==> src/rtl/pfd_pkg.sv <==
// Shared types and constants for the Playfair digraph decrypter.
// Used by every module under rtl; depends on nothing.
package pfd_pkg;

  localparam int unsigned SIDE       = 5;
  localparam int unsigned CELLS      = SIDE * SIDE;
  localparam int unsigned LETTER_W   = 5;
  localparam int unsigned RC_W       = 3;
  localparam int unsigned CELL_IDX_W = 5;
  localparam int unsigned CFG_W      = 50;
  localparam int unsigned CFG_IDX_W  = 2;

  localparam logic [LETTER_W-1:0] LETTER_I = 5'd8;
  localparam logic [LETTER_W-1:0] LETTER_J = 5'd9;

  localparam logic [CFG_IDX_W-1:0] REG_SQUARE_A = 2'd0;
  localparam logic [CFG_IDX_W-1:0] REG_SQUARE_B = 2'd1;
  localparam logic [CFG_IDX_W-1:0] REG_SQUARE_C = 2'd2;

  // Row-major key square, cell k in bits 5k+4..5k.
  typedef logic [CELLS-1:0][LETTER_W-1:0] square_t;

  typedef struct packed {
    logic [LETTER_W-1:0] first_cipher_letter;
    logic [LETTER_W-1:0] second_cipher_letter;
  } pfd_in_t;

  typedef struct packed {
    logic [LETTER_W-1:0] first_plain_letter;
    logic [LETTER_W-1:0] second_plain_letter;
    logic                letter_missing;
  } pfd_out_t;

  // Classified digraph: square positions of both letters.
  typedef struct packed {
    logic [RC_W-1:0] row1;
    logic [RC_W-1:0] col1;
    logic [RC_W-1:0] row2;
    logic [RC_W-1:0] col2;
    logic            missing;
  } pfd_entry_t;

  typedef struct packed {
    logic empty;
    logic full;
  } pfd_qstat_t;

endpackage

==> src/rtl/pfd_front.sv <==
// Front end: normalises J to I and locates both letters in the key square.
// Depends on pfd_pkg.
module pfd_front (
  input  pfd_pkg::square_t    square,
  input  pfd_pkg::pfd_in_t    cipher,
  output pfd_pkg::pfd_entry_t entry
);
  import pfd_pkg::*;

  // Returns {found, row, col} of the lowest-index cell holding the letter.
  function automatic logic [2*RC_W:0] locate(square_t sq, logic [LETTER_W-1:0] letter);
    logic [LETTER_W-1:0] key;
    logic [CELLS-1:0]    hit;
    logic [SIDE-1:0]     row_hit;
    logic [SIDE-1:0]     sel_row;
    logic [RC_W-1:0]     row;
    logic [RC_W-1:0]     col;
    key = (letter == LETTER_J) ? LETTER_I : letter;
    for (int k = 0; k < CELLS; k++) begin
      hit[k] = (sq[k] == key);
    end
    for (int r = 0; r < SIDE; r++) begin
      row_hit[r] = |hit[r*SIDE +: SIDE];
    end
    row = '0;
    for (int r = SIDE - 1; r >= 0; r--) begin
      if (row_hit[r]) begin
        row = RC_W'(r);
      end
    end
    sel_row = hit[row*SIDE +: SIDE];
    col = '0;
    for (int c = SIDE - 1; c >= 0; c--) begin
      if (sel_row[c]) begin
        col = RC_W'(c);
      end
    end
    return {|row_hit, row, col};
  endfunction

  logic [2*RC_W:0] loc1;
  logic [2*RC_W:0] loc2;

  assign loc1 = locate(square, cipher.first_cipher_letter);
  assign loc2 = locate(square, cipher.second_cipher_letter);

  assign entry.row1    = loc1[2*RC_W-1:RC_W];
  assign entry.col1    = loc1[RC_W-1:0];
  assign entry.row2    = loc2[2*RC_W-1:RC_W];
  assign entry.col2    = loc2[RC_W-1:0];
  assign entry.missing = ~(loc1[2*RC_W] & loc2[2*RC_W]);

endmodule

==> src/rtl/pfd_queue.sv <==
// Short FIFO of classified digraphs between front and back end.
// Depends on pfd_pkg.
module pfd_queue #(
  parameter int unsigned DEPTH = 2
) (
  input  logic                clk,
  input  logic                rst,
  input  logic                push,
  input  pfd_pkg::pfd_entry_t push_entry,
  input  logic                pop,
  output pfd_pkg::pfd_entry_t head,
  output pfd_pkg::pfd_qstat_t stat
);
  import pfd_pkg::*;

  localparam int unsigned PTR_W = (DEPTH > 1) ? $clog2(DEPTH) : 1;
  localparam int unsigned CNT_W = $clog2(DEPTH + 1);

  pfd_entry_t       slots [DEPTH];
  logic [PTR_W-1:0] wr_ptr;
  logic [PTR_W-1:0] rd_ptr;
  logic [CNT_W-1:0] count;
  logic             do_push;
  logic             do_pop;

  assign stat.empty = (count == '0);
  assign stat.full  = (count == CNT_W'(DEPTH));
  assign do_push    = push && !stat.full;
  assign do_pop     = pop && !stat.empty;
  assign head       = slots[rd_ptr];

  always_ff @(posedge clk) begin
    if (do_push) begin
      slots[wr_ptr] <= push_entry;
    end
  end

  always_ff @(posedge clk) begin
    if (rst) begin
      wr_ptr <= '0;
      rd_ptr <= '0;
      count  <= '0;
    end else begin
      if (do_push) begin
        wr_ptr <= (wr_ptr == PTR_W'(DEPTH - 1)) ? '0 : wr_ptr + 1'b1;
      end
      if (do_pop) begin
        rd_ptr <= (rd_ptr == PTR_W'(DEPTH - 1)) ? '0 : rd_ptr + 1'b1;
      end
      unique case ({do_push, do_pop})
        2'b10:   count <= count + 1'b1;
        2'b01:   count <= count - 1'b1;
        default: count <= count;
      endcase
    end
  end

endmodule

==> src/rtl/pfd_back.sv <==
// Back end: applies the row, column or rectangle rule and reads the plaintext
// cells from the key square into the result register. Depends on pfd_pkg.
module pfd_back (
  input  logic                clk,
  input  logic                rst,
  input  pfd_pkg::square_t    square,
  input  pfd_pkg::pfd_entry_t entry,
  input  logic                entry_valid,
  output pfd_pkg::pfd_out_t   plain,
  output logic                done
);
  import pfd_pkg::*;

  function automatic logic [RC_W-1:0] step_back(logic [RC_W-1:0] x);
    return (x == '0) ? RC_W'(SIDE - 1) : x - 1'b1;
  endfunction

  function automatic logic [CELL_IDX_W-1:0] cell_idx(logic [RC_W-1:0] r,
                                                    logic [RC_W-1:0] c);
    return CELL_IDX_W'({2'b00, r} * CELL_IDX_W'(SIDE) + {2'b00, c});
  endfunction

  logic [RC_W-1:0] o_row1;
  logic [RC_W-1:0] o_col1;
  logic [RC_W-1:0] o_row2;
  logic [RC_W-1:0] o_col2;
  pfd_out_t        plain_next;

  always_comb begin
    priority if (entry.row1 == entry.row2) begin
      o_row1 = entry.row1;
      o_col1 = step_back(entry.col1);
      o_row2 = entry.row2;
      o_col2 = step_back(entry.col2);
    end else if (entry.col1 == entry.col2) begin
      o_row1 = step_back(entry.row1);
      o_col1 = entry.col1;
      o_row2 = step_back(entry.row2);
      o_col2 = entry.col2;
    end else begin
      // rectangle: swap columns
      o_row1 = entry.row1;
      o_col1 = entry.col2;
      o_row2 = entry.row2;
      o_col2 = entry.col1;
    end
  end

  always_comb begin
    if (entry.missing) begin
      plain_next.first_plain_letter  = '0;
      plain_next.second_plain_letter = '0;
      plain_next.letter_missing      = 1'b1;
    end else begin
      plain_next.first_plain_letter  = square[cell_idx(o_row1, o_col1)];
      plain_next.second_plain_letter = square[cell_idx(o_row2, o_col2)];
      plain_next.letter_missing      = 1'b0;
    end
  end

  always_ff @(posedge clk) begin
    if (entry_valid) begin
      plain <= plain_next;
    end
  end

  always_ff @(posedge clk) begin
    if (rst) begin
      done <= 1'b0;
    end else begin
      done <= entry_valid;
    end
  end

endmodule

==> src/rtl/playfair_digraph_decrypt_top.sv <==
// Top level of the Playfair digraph decrypter: key square registers, front
// end, queue and back end. Depends on pfd_pkg, pfd_front, pfd_queue, pfd_back.
//
//   channel   ports                          transfer
//   input     start, busy, cipher            start && !busy at a rising edge
//   result    done, plain                    done high for one cycle
//   config    cfg_write, cfg_index, cfg_data cfg_write at a rising edge
//
// One digraph is accepted per cycle while busy is low. The accepting edge
// writes the queue; the back end's result register and done then load from
// the queue head, and the result is taken while done is high. The back end
// drains one entry every cycle the queue is not empty, so the queue holds at
// most one entry and busy stays low unless QUEUE_DEPTH is 1. Reset clears the
// key square, queue and strobe. The receiver cannot stall; done is never held.
module playfair_digraph_decrypt_top #(
  parameter int unsigned QUEUE_DEPTH = 2
) (
  input  logic                              clk,
  input  logic                              rst,
  input  logic                              start,
  output logic                              busy,
  input  pfd_pkg::pfd_in_t                  cipher,
  output logic                              done,
  output pfd_pkg::pfd_out_t                 plain,
  input  logic                              cfg_write,
  input  logic [pfd_pkg::CFG_IDX_W-1:0]     cfg_index,
  input  logic [pfd_pkg::CFG_W-1:0]         cfg_data
);
  import pfd_pkg::*;

  logic [49:0] square_a;
  logic [49:0] square_b;
  logic [24:0] square_c;
  square_t     square;
  pfd_entry_t  front_entry;
  pfd_entry_t  head;
  pfd_qstat_t  q_stat;
  logic        accept;

  assign square = {square_c, square_b, square_a};
  assign busy   = q_stat.full;
  assign accept = start && !busy;

  always_ff @(posedge clk) begin
    if (rst) begin
      square_a <= '0;
      square_b <= '0;
      square_c <= '0;
    end else if (cfg_write) begin
      unique case (cfg_index)
        REG_SQUARE_A: square_a <= cfg_data[49:0];
        REG_SQUARE_B: square_b <= cfg_data[49:0];
        REG_SQUARE_C: square_c <= cfg_data[24:0];
        default:      ; // drop writes to unused indices
      endcase
    end
  end

  pfd_front u_front (
    .square (square),
    .cipher (cipher),
    .entry  (front_entry)
  );

  pfd_queue #(
    .DEPTH (QUEUE_DEPTH)
  ) u_queue (
    .clk        (clk),
    .rst        (rst),
    .push       (accept),
    .push_entry (front_entry),
    .pop        (!q_stat.empty),
    .head       (head),
    .stat       (q_stat)
  );

  pfd_back u_back (
    .clk         (clk),
    .rst         (rst),
    .square      (square),
    .entry       (head),
    .entry_valid (!q_stat.empty),
    .plain       (plain),
    .done        (done)
  );

  a_accept_queued: assert property (@(posedge clk) disable iff (rst)
    accept |=> !q_stat.empty)
    else $error("accepted transaction did not reach the queue");

  a_drain_to_result: assert property (@(posedge clk) disable iff (rst)
    !q_stat.empty |=> done)
    else $error("queued entry did not produce a result");

  a_missing_zero: assert property (@(posedge clk) disable iff (rst)
    (done && plain.letter_missing) |->
      (plain.first_plain_letter == '0 && plain.second_plain_letter == '0))
    else $error("missing-letter result carries non-zero letters");

endmodule
==> config.mk <==
export PLATFORM = sky130hd
export DESIGN_NAME = playfair_digraph_decrypt_top
export DESIGN_NICKNAME = d
export VERILOG_FILES = /design/src/rtl/pfd_pkg.sv /design/src/rtl/pfd_front.sv /design/src/rtl/pfd_queue.sv /design/src/rtl/pfd_back.sv /design/src/rtl/playfair_digraph_decrypt_top.sv
export SDC_FILE = /design/constraint.sdc
export NUM_CORES = 1
export LEC_CHECK = 0
export BUFFER_PORTS_ARGS = -buffer_cell sky130_fd_sc_hd__buf_4
export CORE_MARGIN = 3
export CORE_UTILIZATION = 60
export DETAILED_ROUTE_END_ITERATION = 8
export GPL_TIMING_DRIVEN = 0
export PLACE_DENSITY = 0.75
export SETUP_SLACK_MARGIN = 0.5
export SYNTH_ARGS = -nofsm -noshare
export SYNTH_HDL_FRONTEND = slang
export SYNTH_SLANG_ARGS = --single-unit
==> constraint.sdc <==
create_clock -name clk -period 8.75 [get_ports clk]
set_input_delay 0 -clock clk [delete_from_list [all_inputs] [get_ports clk]]
set_output_delay 0 -clock clk [all_outputs]
set_load 0.03 [all_outputs]
# [Yosys cells after proc, flatten, opt, wreduce, memory -nomap -nowiden]
# Memory sizes are Yosys's and may differ from the RTL's. A register that Yosys moved wholly into a read port is not among the register bits.
# Cells that the tools add are included.
[op_classes] add_sub_neg=10 n_mul=4 magnitude_cmp=2 eq_ne=59 n_shift=2 n_mux=46 n_bitwise=2 n_reduce_logical=26
[ops] cell="$eq A5 B5 Y1" n=50
[ops] cell="$mux W3" n=32
[ops] cell="$bmux W5 S5" n=2
[ops] cell="$reduce_or A25 Y1" n=2
[ops] cell="$reduce_or A5 Y1" n=10
[ops] cell="$shiftx A25 B7 Y5" n=2
[ops] cell="$mux W5" n=4
[ops] cell="$logic_not A3 Y1" n=4
[ops] cell="$lt A5 B6 Y1 const B" n=2
[ops] cell="$mul A3 B3 Y6 const B" n=2
[ops] cell="$sub A3 B1 Y3 const B" n=4
[ops] cell="$add A5 B3 Y5" n=2
[ops] cell="$eq A5 B4 Y1 const B" n=2
[ops] cell="$mul A3 B3 Y5 const B" n=2
[ops] cell="$mux W1" n=7
[ops] cell="$eq A2 B2 Y1 const B" n=3
[ops] cell="$eq A3 B3 Y1" n=2
[ops] cell="$reduce_and A2 Y1" n=3
[ops] cell="$eq A2 B1 Y1 const B" n=2
[ops] cell="$logic_not A2 Y1" n=2
[ops] cell="$pmux W2 S2" n=1
[ops] cell="$add A1 B1 Y1 const B" n=2
[ops] cell="$add A2 B1 Y2 const B" n=1
[ops] cell="$logic_and A1 B1 Y1" n=2
[ops] cell="5 further kinds" n=6
[totals] reg_bits=141 ramBits=26 input_bits=66 n_memories=1
[mem_list] memory="u_queue.slots" depth=2 width=13 rd=1 rd_ports_with_merged_regs=1 write_ports=1 line="pfd_queue.sv:19" source="pfd_entry_t slots [DEPTH];"

# [Logic depth before layout (Yosys ltp)]
# Gate-level depths: netlist of the first run.
[depth] ltp_word=16 ltp_mapped=20

# [By module]
# From an unflattened synthesis of the first run, not the netlist that was laid out.
[unflattened] hier_cells=1826 area_unflattened_um2=15282.2
[modules_own_cells] module="playfair_digraph_decrypt_top" instances=1 cells_each=466 area_per_inst_um2=5109.9 seq_area_each_um2=2502.4
[modules_own_cells] module="pfd_back" instances=1 cells_each=759 area_per_inst_um2=5086.1 seq_area_each_um2=350.3
[modules_own_cells] module="pfd_front" instances=1 cells_each=535 area_per_inst_um2=3930.0 seq_area_each_um2=0.0
[modules_own_cells] module="pfd_queue" instances=1 cells_each=66 area_per_inst_um2=1156.1 seq_area_each_um2=880.8

# [Worst setup path before layout of the first run]
# OpenSTA, ideal clock, no wires.
[synth_timing] kind="reg2reg" from="reg with a tool-made name" to="reg u_back.plain[1] (netlist name)" arrival_time_ns=4.501 slack_ns=3.971 path_stages_with_launch=15 synth_period_minus_slack_ns=4.779 path_cell_list="dfxtp_1 > clkbuf_1 > buf_2 > mux2i_1 > xnor2_1 > and4_1 > clkbuf_1 > mux2_2 > ha_1 > ha_1 > fa_1 > xor2_1 > mux4_2 > nor2_1 > a211oi_1"

==> results of run 1 <==
## power breakdown
group	internal, W	switching [W]
registers	0.000914	0.0000681
logic	0.00121	0.00205
clock network	0.000415	0.000386
total	0.00254	0.00251
## cell type report
| type | count | area share |
|---|---|---|
| Multi-Input combinational cell | 1156 | 0.570 |
| Tap cell | 270 | 0.0234 |
| Timing Repair Buffer | 120 | 0.0712 |
| Buffer | 103 | 0.0320 |
| Clock inverter | 15 | 0.0140 |
| Inverter | 7 | 0.00182 |
| Sequential cell | 168 | 0.258 |
| Clock buffer | 17 | 0.0294 |
## layer usage
| metal | wire [um] | vias up | GRT usage |
|---|---|---|---|
| met5 | 13 | - | 0 |
| met4 | 3230 | 2 | 0.232 |
| met3 | 5860 | 212 | 0.136 |
| met2 | 20800 | 846 | 0.644 |
| met1 | 17200 | 5757 | 0.526 |
| li1 | - | 5376 | - |
## synth_stat cells (11+ instances only)
library cell,n
or3_1,11
nor4_1,28
clkbuf_1,59
ha_1,21
edfxtp_1,37
nand4_1,31
mux2_2,23
nand2_1,282
nand3_1,14
nor3b_1,24
mux4_2,58
mux2i_1,21
a21oi_1,149
dfxtp_1,131
buf_2,28
o21ai_0,37
xnor2_1,133
xor2_1,103
nor2_1,62
nor3_1,36
## cells by family (layout without fill, tap and decap cells)
kind of cell | count (synthesis) | count (layout) | share of synthesized area
AOI/OAI and AO/OA | 258 | 258 | 0.119
DFF | 168 | 168 | 0.300
adders and majority gates | 23 | 23 | 0.0243
buffers and inverters | 110 | 262 | 0.0393
and+or+nand+nor | 535 | 535 | 0.206
muxes | 102 | 102 | 0.143
xor gates and xnor gates | 238 | 238 | 0.169
## critical path, stage by stage, from the launching register on
cell and delay [ns]:
dfxtp_1 0.31, clkbuf_1 0.55, buf_2 0.37, mux2i_1 0.52
xnor2_1 0.18, and4_1 0.20, clkbuf_1 0.24, inv_1 0.09
nor2_1 0.13, mux2i_1 0.38, ha_1 0.32, ha_1 0.49
clkbuf_1 0.72, clkbuf_1 0.70, mux4_2 0.42, a22oi_1 0.17
o21ai_0 0.28, nor2_1 0.18, a211oi_1 0.07
## what timing repair did
action / 4_1_cts / 5_1_grt
setup endpoints to repair: 0 / 0
hold buffers: 51 / 0
hold endpoints to repair: 126 / 0
## how the worst min path moves through the flow
stage                  from            to  slack, ns  cells after the start
6_report          cfg_write   square_c[1]       0.18                      4
5_1_grt           cfg_write   square_c[3]       0.23                      4
4_1_cts           cfg_write   square_c[1]       0.18                      4
3_5_place_dp   cfg_data[34]  square_b[34]       0.26                      3
3_3_place_gp   cfg_data[34]  square_a[34]       0.26                      3
2_1_floorplan  cfg_data[25]  square_b[25]       0.14                      2
## sequential cells by signal, indices dropped and copies added (netlist names), named ones only
register	count
u_queue.slots	26
square_b	50
u_queue.rd_ptr	1
square_c	25
square_a	50
u_queue.wr_ptr	1
u_back.done	1
u_queue.count	2
u_back.plain	11
## stage by stage
stage | hold slack [ns] | instances | utilization | area (sq um)
final | 0.177 | 1856 | 0.712 | 14500
after global routing | 0.226 | 1856 | 0.712 | 14500
after CTS | 0.181 | 1856 | 0.712 | 14500
after detailed placement | 0.265 | 1773 | 0.656 | 13300
after global placement | 0.257 | 1773 | 0.656 | 13300
after floorplan | 0.136 | 1434 | - | 12500
==> flow_metrics.env, run 1 <==
export IMPL_maxSlewHeadroom=0.0970
export IMPL_grt_max_degree=20
export IMPL_clk_pin_slew_ns=0.08
export IMPL_overflow=0
export IMPL_grt_use_total=0.420
export IMPL_crit_fanout=10
export IMPL_crit_path_end="u_back.plain[9]"
export IMPL_synth_ff_type="dfxtp_1"
export IMPL_total_power_w=0.00505
export IMPL_die_h_um=150
export IMPL_dp_slack_ns=2.39
export IMPL_dieArea_sq_um=22500
export IMPL_port_buffers=69
export IMPL_drt_first_iter_violations=1454
export IMPL_clk_latency_ns=0.45
export IMPL_synth_warnings=0
export IMPL_cap_violations=0
export IMPL_diodes=0
export IMPL_fill_cells=1572
export IMPL_max_vdd_ir_drop_v=0.000268
export IMPL_critPathCaptureType="flop"
export IMPL_syn_nets=1523
export IMPL_drtPass1Iterations=8
export IMPL_syn_avg_cell_area_sq_um=8.69
export IMPL_cts_resized=0
export IMPL_multiInputGateArea_sq_um=8230
export IMPL_worstSetupPathType="reg2reg"
export IMPL_skew_ns=0.0170
export IMPL_synth_top_cell_area_share=0.211
export IMPL_cts_sinks=168
export IMPL_start_util=0.614
export IMPL_via_count=12200
export IMPL_area_growth_pct=16.0
export IMPL_hold_viol=0
export IMPL_powerDensity_nw_per_um2=349
export IMPL_drt_wl_total_mm=47.1
export IMPL_drc=0
export IMPL_hpwl_mm=36.0
export IMPL_seq_area_frac_synth=0.300
export IMPL_drive_gt1_frac=0.148
export IMPL_clock_fmax_mhz=151
export IMPL_p_leak_nw=5.27
export IMPL_ys_top_cells_by_area="dfxtp_1, mux4_2, xnor2_1"
export IMPL_gp_congestion=1.06
export IMPL_cts_tree="built"
export IMPL_io_pins=79
export IMPL_drv_slew=0
export IMPL_vias_per_cell=6.57
export IMPL_final_common_cell="nand2_1"
export IMPL_crit_path_start_kind="flop"
export IMPL_grt_antenna_before_repair=1
export IMPL_worst_pin_slew_ns=1.35
export IMPL_netlist_instances=1434
export IMPL_fin_ws_ns=2.14
export IMPL_tns_ns=0
export IMPL_grt_first_pass_wirelength_mm=69.6
export IMPL_clk_path_buf_depth=2
export IMPL_reg2regPathDepth=18
export IMPL_rsz0062_at_grt="no"
export IMPL_synth_cell_types=69
export IMPL_async_reset_ff_frac=0
export IMPL_htree_levels=4
export IMPL_mappedNetlistArea_sq_um=12500
export IMPL_grt_pass1_vias=11300
export IMPL_layout_common_cells="nand2_1, a21oi_1, xnor2_1"
export IMPL_yosysTopAreaCell="dfxtp_1"
export IMPL_min_path_type="in2reg"
export IMPL_routedWlPerCell_um=25.4
export IMPL_die_x_um=150
export IMPL_synth_seq_cells=168
export IMPL_cts_root_buf="clkbuf_16"
export IMPL_fin_crit_ns=6.61
export IMPL_critPathRequiredTime_ns=8.92
export IMPL_num_rows=52
export IMPL_cp_arrival_ns=6.78
export IMPL_outcome="finished, final reports clean"
export IMPL_seqCellArea_sq_um=3730
export IMPL_rrSetupSlack_ns=2.14
export IMPL_finalCritPeriodShare=0.756
export IMPL_setup_viol=0
export IMPL_final_nets=1662
export IMPL_postCtsSetupRepairBufs=0
export IMPL_core_area_sq_um=20300
export IMPL_synth_edf_count=37
export IMPL_r2r_end="u_back.plain[9]"
export IMPL_cts_buffers=17
export IMPL_ant_nets=0
Note: power is estimated with default switching activity, not from simulation.
==> run 2, diff against run 1 <==
==> constraint.sdc (replaced) <==
create_clock -name clk -period 6.9 [get_ports clk]
set_input_delay 0 -clock clk [delete_from_list [all_inputs] [get_ports clk]]
set_output_delay 0 -clock clk [all_outputs]
set_load 0.03 [all_outputs]
==> run 2 against run 1 <==
Cell count is the same. Clock power grew 27%. Core utilization is essentially flat. Maximum frequency grew 9.2%. Setup slack lost 1.3 ns. Global-route usage is essentially flat. Register-to-register slack lost 1.3 ns. Sequential power grew 27%. Via count is essentially flat. Critical endpoint is now u_back.plain[4]. Largest cell class unchanged.
==> flow_metrics.env, run 2 (synthesis results as in run 1) <==
export IMPL_outcome="finished, final reports clean"
export IMPL_switching_power_w=0.00319
export IMPL_drtPass1Iterations=6
export IMPL_core_area_sq_um=20300
export IMPL_grt_use_total=0.420
export IMPL_cp_common_cell="clkbuf_1"
export IMPL_num_rows=52
export IMPL_cts_sinks=168
export IMPL_final_common_cell="nand2_1"
export IMPL_critPathRequiredTime_ns=7.08
export IMPL_crit_fanout=10
export IMPL_grt_first_pass_wirelength_mm=69.5
export IMPL_path_cells="clkbuf_2, buf_2, mux2i_1, xnor2_1, and4_1, clkbuf_1, inv_1, nor2_1, nand3b_1, o21ai_0, ha_1, ha_1, clkbuf_1, clkbuf_1, mux4_2, mux4_2, nor2_1, a211oi_1"
export IMPL_ant_nets=0
export IMPL_slowest_stage="clkbuf_1"
export IMPL_clock_power_share=0.159
export IMPL_tns_ns=0
export IMPL_finalCritPeriodShare=0.878
export IMPL_area_growth_pct=16.1
export IMPL_grt_antenna_before_repair=1
export IMPL_postCtsSetupRepairBufs=0
export IMPL_hold_viol=0
export IMPL_final_nets=1662
export IMPL_fill_cells=1569
export IMPL_die_h_um=150
export IMPL_worst_pin_slew_ns=1.36
export IMPL_grt_pass1_vias=11300
export IMPL_drc=0
export IMPL_critPathMaxStageDelay_ns=0.61
export IMPL_drt_wl_total_mm=47.1
export IMPL_wl_met1_mm=17.2
export IMPL_powerDensity_nw_per_um2=443
export IMPL_diodes=0
export IMPL_clk_pin_slew_ns=0.08
export IMPL_internal_power_w=0.00322
export IMPL_min_path_type="in2reg"
export IMPL_fin_ws_ns=0.844
export IMPL_rsz0062_at_grt="no"
export IMPL_cts_tree="built"
export IMPL_p_leak_nw=5.28
export IMPL_start_util=0.614
export IMPL_swShare=0.497
export IMPL_worstSetupPathType="reg2reg"
export IMPL_setup_viol=0
export IMPL_total_power_w=0.00641
export IMPL_clk_latency_ns=0.45
export IMPL_drv_slew=0
export IMPL_routedWlPerCell_um=25.4
export IMPL_max_vdd_ir_drop_v=0.000342
export IMPL_clk_path_buf_depth=2
export IMPL_vias_per_cell=6.56
export IMPL_die_x_um=150
export IMPL_clock_fmax_mhz=165
export IMPL_htree_levels=4
export IMPL_maxSlewHeadroom=0.0883
export IMPL_highest_layer="met5"
export IMPL_cts_root_buf="clkbuf_16"
export IMPL_place_area_sq_um=13300
export IMPL_met2_length_mm=20.7
export IMPL_drt_first_iter_violations=1525
export IMPL_cts_buffers=17
export IMPL_cap_violations=0
export IMPL_sequentialPowerShare=0.194
export IMPL_via_count=12200
export IMPL_dp_slack_ns=0.538
export IMPL_layout_common_cells="nand2_1, a21oi_1, xnor2_1"
export IMPL_post_route_cell_area_sq_um=14500
export IMPL_cp_arrival_ns=6.23
export IMPL_io_pins=79
export IMPL_grt_max_degree=20
export IMPL_dieArea_sq_um=22500
export IMPL_fin_crit_ns=6.06
export IMPL_crit_buf_inv=6
export IMPL_skew_ns=0.0161
export IMPL_overflow=0
export IMPL_cpLargestDelayFamily="buffers and inverters"
export IMPL_hpwl_mm=36.0
export IMPL_gp_congestion=1.06
export IMPL_reg_largest_list="square_a (50), square_b (50), u_queue.slots (26)"
export IMPL_port_buffers=69
export IMPL_crit_path_start_kind="flop"
export IMPL_met3WireLength_mm=5.92
export IMPL_critPathCaptureType="flop"
export IMPL_drive_gt1_frac=0.151
export IMPL_p_comb_frac=0.647
-- run 2: final cells by class --
class	count	area, sq um	area share
Tap cell	270	338	0.0234
Sequential cell	168	3730	0.258
Clock inverter	15	203	0.0140
Clock buffer	17	425	0.0294
Timing Repair Buffer	120	1030	0.0712
Multi-Input combinational cell	1156	8230	0.570
Buffer	103	468	0.0324
Inverter	7	26.3	0.00182
-- run 2: power by group through the flow --
stage	sequential, W	clock, W	combinational, W
after global placement	0.00126	0	0.00392
after floorplan	0.00130	0	0.00275
after CTS	0.00124	0.00102	0.00401
final	0.00125	0.00102	0.00415
after global routing	0.00125	0.00106	0.00437
after detailed placement	0.00126	0	0.00396
-- run 2: metrics by stage --
| step | hold WS, ns | instances | utilization |
|---|---|---|---|
| finish | 0.182 | 1856 | 0.712 |
| floorplan | 0.136 | 1434 | - |
| global placement | 0.257 | 1773 | 0.656 |
| CTS | 0.181 | 1856 | 0.712 |
| detailed placement | 0.265 | 1773 | 0.656 |
| global route | 0.226 | 1856 | 0.712 |
-- run 2: final timing paths --
check                                     from              end  slack (ns)  depth (start not counted)
worst max-delay path                      flop  u_back.plain[4]        0.84                         18
worst min-delay path              cfg_index[1]      square_c[1]        0.18                          4
worst max register to register            flop  u_back.plain[4]        0.84                         18
worst min register to register  u_queue.rd_ptr   u_queue.rd_ptr        0.52                          2
-- run 2: what timing repair did --
| item | 4_1_cts | 5_1_grt |
|---|---|---|
| hold buffers | 51 | 0 |
| endpoints found under the setup margin | 0 | 10 |
| endpoints found under the hold margin | 126 | 0 |
| gates resized for setup | 0 | 10 |
-- run 2: worst reg2reg max path, cell delays in order (launching register included) --
cell and delay [ns]:
dfxtp_1 0.31, clkbuf_2 0.30, buf_2 0.32, mux2i_1 0.49
xnor2_1 0.18, and4_1 0.20, clkbuf_1 0.24, inv_1 0.10
nor2_1 0.15, nand3b_1 0.09, o21ai_0 0.18, ha_1 0.32
ha_1 0.53, clkbuf_1 0.61, clkbuf_1 0.60, mux4_2 0.42
mux4_2 0.57, nor2_1 0.12, a211oi_1 0.05
-- run 2: metal layers --
| metal | track usage | vias to the layer above |
|---|---|---|
| met5 | 0 | - |
| met3 | 0.137 | 214 |
| met1 | 0.524 | 5780 |
| li1 | - | 5371 |
| met2 | 0.641 | 815 |
| met4 | 0.238 | 4 |
==> run 3, diff against run 2 <==
--- a/config.mk
+++ b/config.mk
@@ -11,6 +11,7 @@
 export DETAILED_ROUTE_END_ITERATION = 8
 export GPL_TIMING_DRIVEN = 0
 export PLACE_DENSITY = 0.75
+export RECOVER_POWER = 50
 export SETUP_SLACK_MARGIN = 0.5
 export SYNTH_ARGS = -nofsm -noshare
 export SYNTH_HDL_FRONTEND = slang
==> run 3 against run 2 <==
Largest cell class unchanged. Non-clock buffer count is the same. Final area shrank 0.36%. The run now ends with DRC left. Die area is the same. Setup slack gained 0.048 ns. Core utilization shrank 0.26 points.
==> flow_metrics.env, run 3 (synthesis results as in run 1) <==
export IMPL_dieArea_sq_um=22500
export IMPL_hpwl_mm=36.0
export IMPL_maxSlewHeadroom=0.0873
export IMPL_reg2regPathDepth=18
export IMPL_worst_pin_slew_ns=1.37
export IMPL_outcome="finished, violations left"
export IMPL_whs_ns=0.175
export IMPL_fin_crit_ns=6.01
export IMPL_powerDensity_nw_per_um2=443
export IMPL_grt_busiest_layer="met2"
export IMPL_vias_per_cell=6.56
export IMPL_critPathRequiredTime_ns=7.08
export IMPL_hold_path_end="square_c[1]"
export IMPL_gp_congestion=1.06
export IMPL_routedWlPerCell_um=25.4
export IMPL_min_delay_path_depth=4
export IMPL_grtUsageMet3=0.137
export IMPL_layout_common_cells="nand2_1, a21oi_1, xnor2_1"
export IMPL_grtUsageMet1=0.524
export IMPL_skew_ns=0.0176
export IMPL_drt_wl_total_mm=47.2
export IMPL_reg_largest_list="square_a (50), square_b (50), u_queue.slots (26)"
export IMPL_cts_buffers=17
export IMPL_final_common_cell="nand2_1"
export IMPL_die_h_um=150
export IMPL_cts_sinks=168
export IMPL_port_buffers=69
export IMPL_crit_buf_inv=6
export IMPL_core_area_sq_um=20300
export IMPL_crit_fanout=10
export IMPL_final_nets=1662
export IMPL_io_pins=79
export IMPL_overflow=0
export IMPL_hold_viol=0
export IMPL_die_x_um=150
export IMPL_slowest_stage="clkbuf_1"
export IMPL_drc=2
export IMPL_cp_common_cell="clkbuf_1"
export IMPL_grt_use_total=0.420
export IMPL_rrSetupSlack_ns=0.89
export IMPL_r2r_end="u_back.plain[4]"
export IMPL_setup_viol=0
export IMPL_rsz0062_at_grt="no"
export IMPL_drive_gt1_frac=0.142
export IMPL_finalCritPeriodShare=0.871
export IMPL_cpLargestDelayFamily="buffers and inverters"
export IMPL_failed_checks="DRC"
export IMPL_crit_path_start_kind="flop"
export IMPL_max_vdd_ir_drop_v=0.000342
export IMPL_drtPass1Iterations=9
export IMPL_start_util=0.614
export IMPL_cts_tree="built"
export IMPL_clk_latency_ns=0.45
export IMPL_clk_pin_slew_ns=0.08
export IMPL_critPathCaptureType="flop"
export IMPL_ant_nets=0
export IMPL_clock_fmax_mhz=166
export IMPL_cts_root_buf="clkbuf_16"
export IMPL_via_count=12200
export IMPL_grtUsageMet2=0.641
export IMPL_clk_path_buf_depth=2
export IMPL_p_leak_nw=5.23
export IMPL_drt_first_iter_violations=1574
export IMPL_drv_slew=0
export IMPL_num_rows=52
export IMPL_area_growth_pct=15.6
export IMPL_grt_max_degree=20
export IMPL_htree_levels=4
export IMPL_min_from="cfg_write"
export IMPL_grt_pass1_vias=11300
export IMPL_min_path_type="in2reg"
export IMPL_diodes=0
export IMPL_grt_first_pass_wirelength_mm=69.5
export IMPL_total_power_w=0.00639
export IMPL_path_cells="clkbuf_2, buf_2, mux2i_1, xnor2_1, and4_1, clkbuf_1, inv_1, nor2_1, nand3b_1, o21ai_0, ha_1, ha_1, clkbuf_1, clkbuf_1, mux4_2, mux4_2, nor2_1, a211oi_1"
export IMPL_cp_arrival_ns=6.19
export IMPL_worstSetupPathType="reg2reg"
export IMPL_grt_antenna_before_repair=1
export IMPL_tns_ns=0
export IMPL_critPathMaxStageDelay_ns=0.58
export IMPL_cap_violations=0
-- run 3: changes by cell type in the layout (fill, tap and decap cells not counted) --
cell      delta
buf_1        -3
buf_4       -14
clkbuf_1    +17
-- run 3: area by class of cell --
| type | count | area (sq um) |
|---|---|---|
| inverter | 7 | 26.3 |
| sequential | 168 | 3730 |
| buffer | 103 | 468 |
| clock buffer | 17 | 425 |
| timing repair buffer | 120 | 976 |
| clock inverter | 15 | 203 |
| tap | 270 | 338 |
| multi-input combinational | 1156 | 8230 |
| fill | 1587 | 5900 |
-- run 3: repair_timing --
item | in CTS | in global routing
hold buffers | 51 | 0
gates resized for setup | 0 | 10
hold endpoints to repair | 126 | 0
setup endpoints to repair | 0 | 10
setup buffers | 0 | 0
-- run 3: through the flow --
step	instances	worst slack, ns	area (sq um)	util
4_1_cts	1856	0.521	14500	0.712
2_1_floorplan	1434	2.12	12500	-
5_1_grt	1856	0.625	14400	0.710
3_5_place_dp	1773	0.538	13300	0.656
6_report	1856	0.892	14400	0.710
3_3_place_gp	1773	0.622	13300	0.656
-- run 3: worst max path at each step --
stage               startpoint              end  slack (ns)  cells after the start
floorplan                 flop  u_back.plain[1]        2.12                     14
global placement          flop  u_back.plain[8]        0.62                     18
detailed placement        flop  u_back.plain[9]        0.54                     18
CTS                       flop  u_back.plain[9]        0.52                     18
global route              flop  u_back.plain[5]        0.63                     18
finish                    flop  u_back.plain[4]        0.89                     18
-- run 3: power breakdown --
group          total (W)  leakage, nW  internal (W)  switching [W]
registers        0.00124         1.42       0.00116      0.0000859
clock network    0.00102        0.304      0.000527       0.000493
logic            0.00412         3.51       0.00151        0.00262
-- run 3: metal layers --
metal	vias up	share of wire
li1	5386	-
met1	5830	0.37
met2	781	0.44
met3	178	0.12
met4	2	0.066
met5	-	0.00028
-- run 3: worst reg2reg max path: stages, from the launching register on --
cell	delay [ns]
dfxtp_1	0.31
clkbuf_2	0.31
buf_2	0.32
mux2i_1	0.49
xnor2_1	0.17
and4_1	0.20
clkbuf_1	0.24
inv_1	0.10
nor2_1	0.15
nand3b_1	0.09
o21ai_0	0.18
ha_1	0.32
ha_1	0.53
clkbuf_1	0.59
clkbuf_1	0.58
mux4_2	0.42
mux4_2	0.57
nor2_1	0.12
a211oi_1	0.05
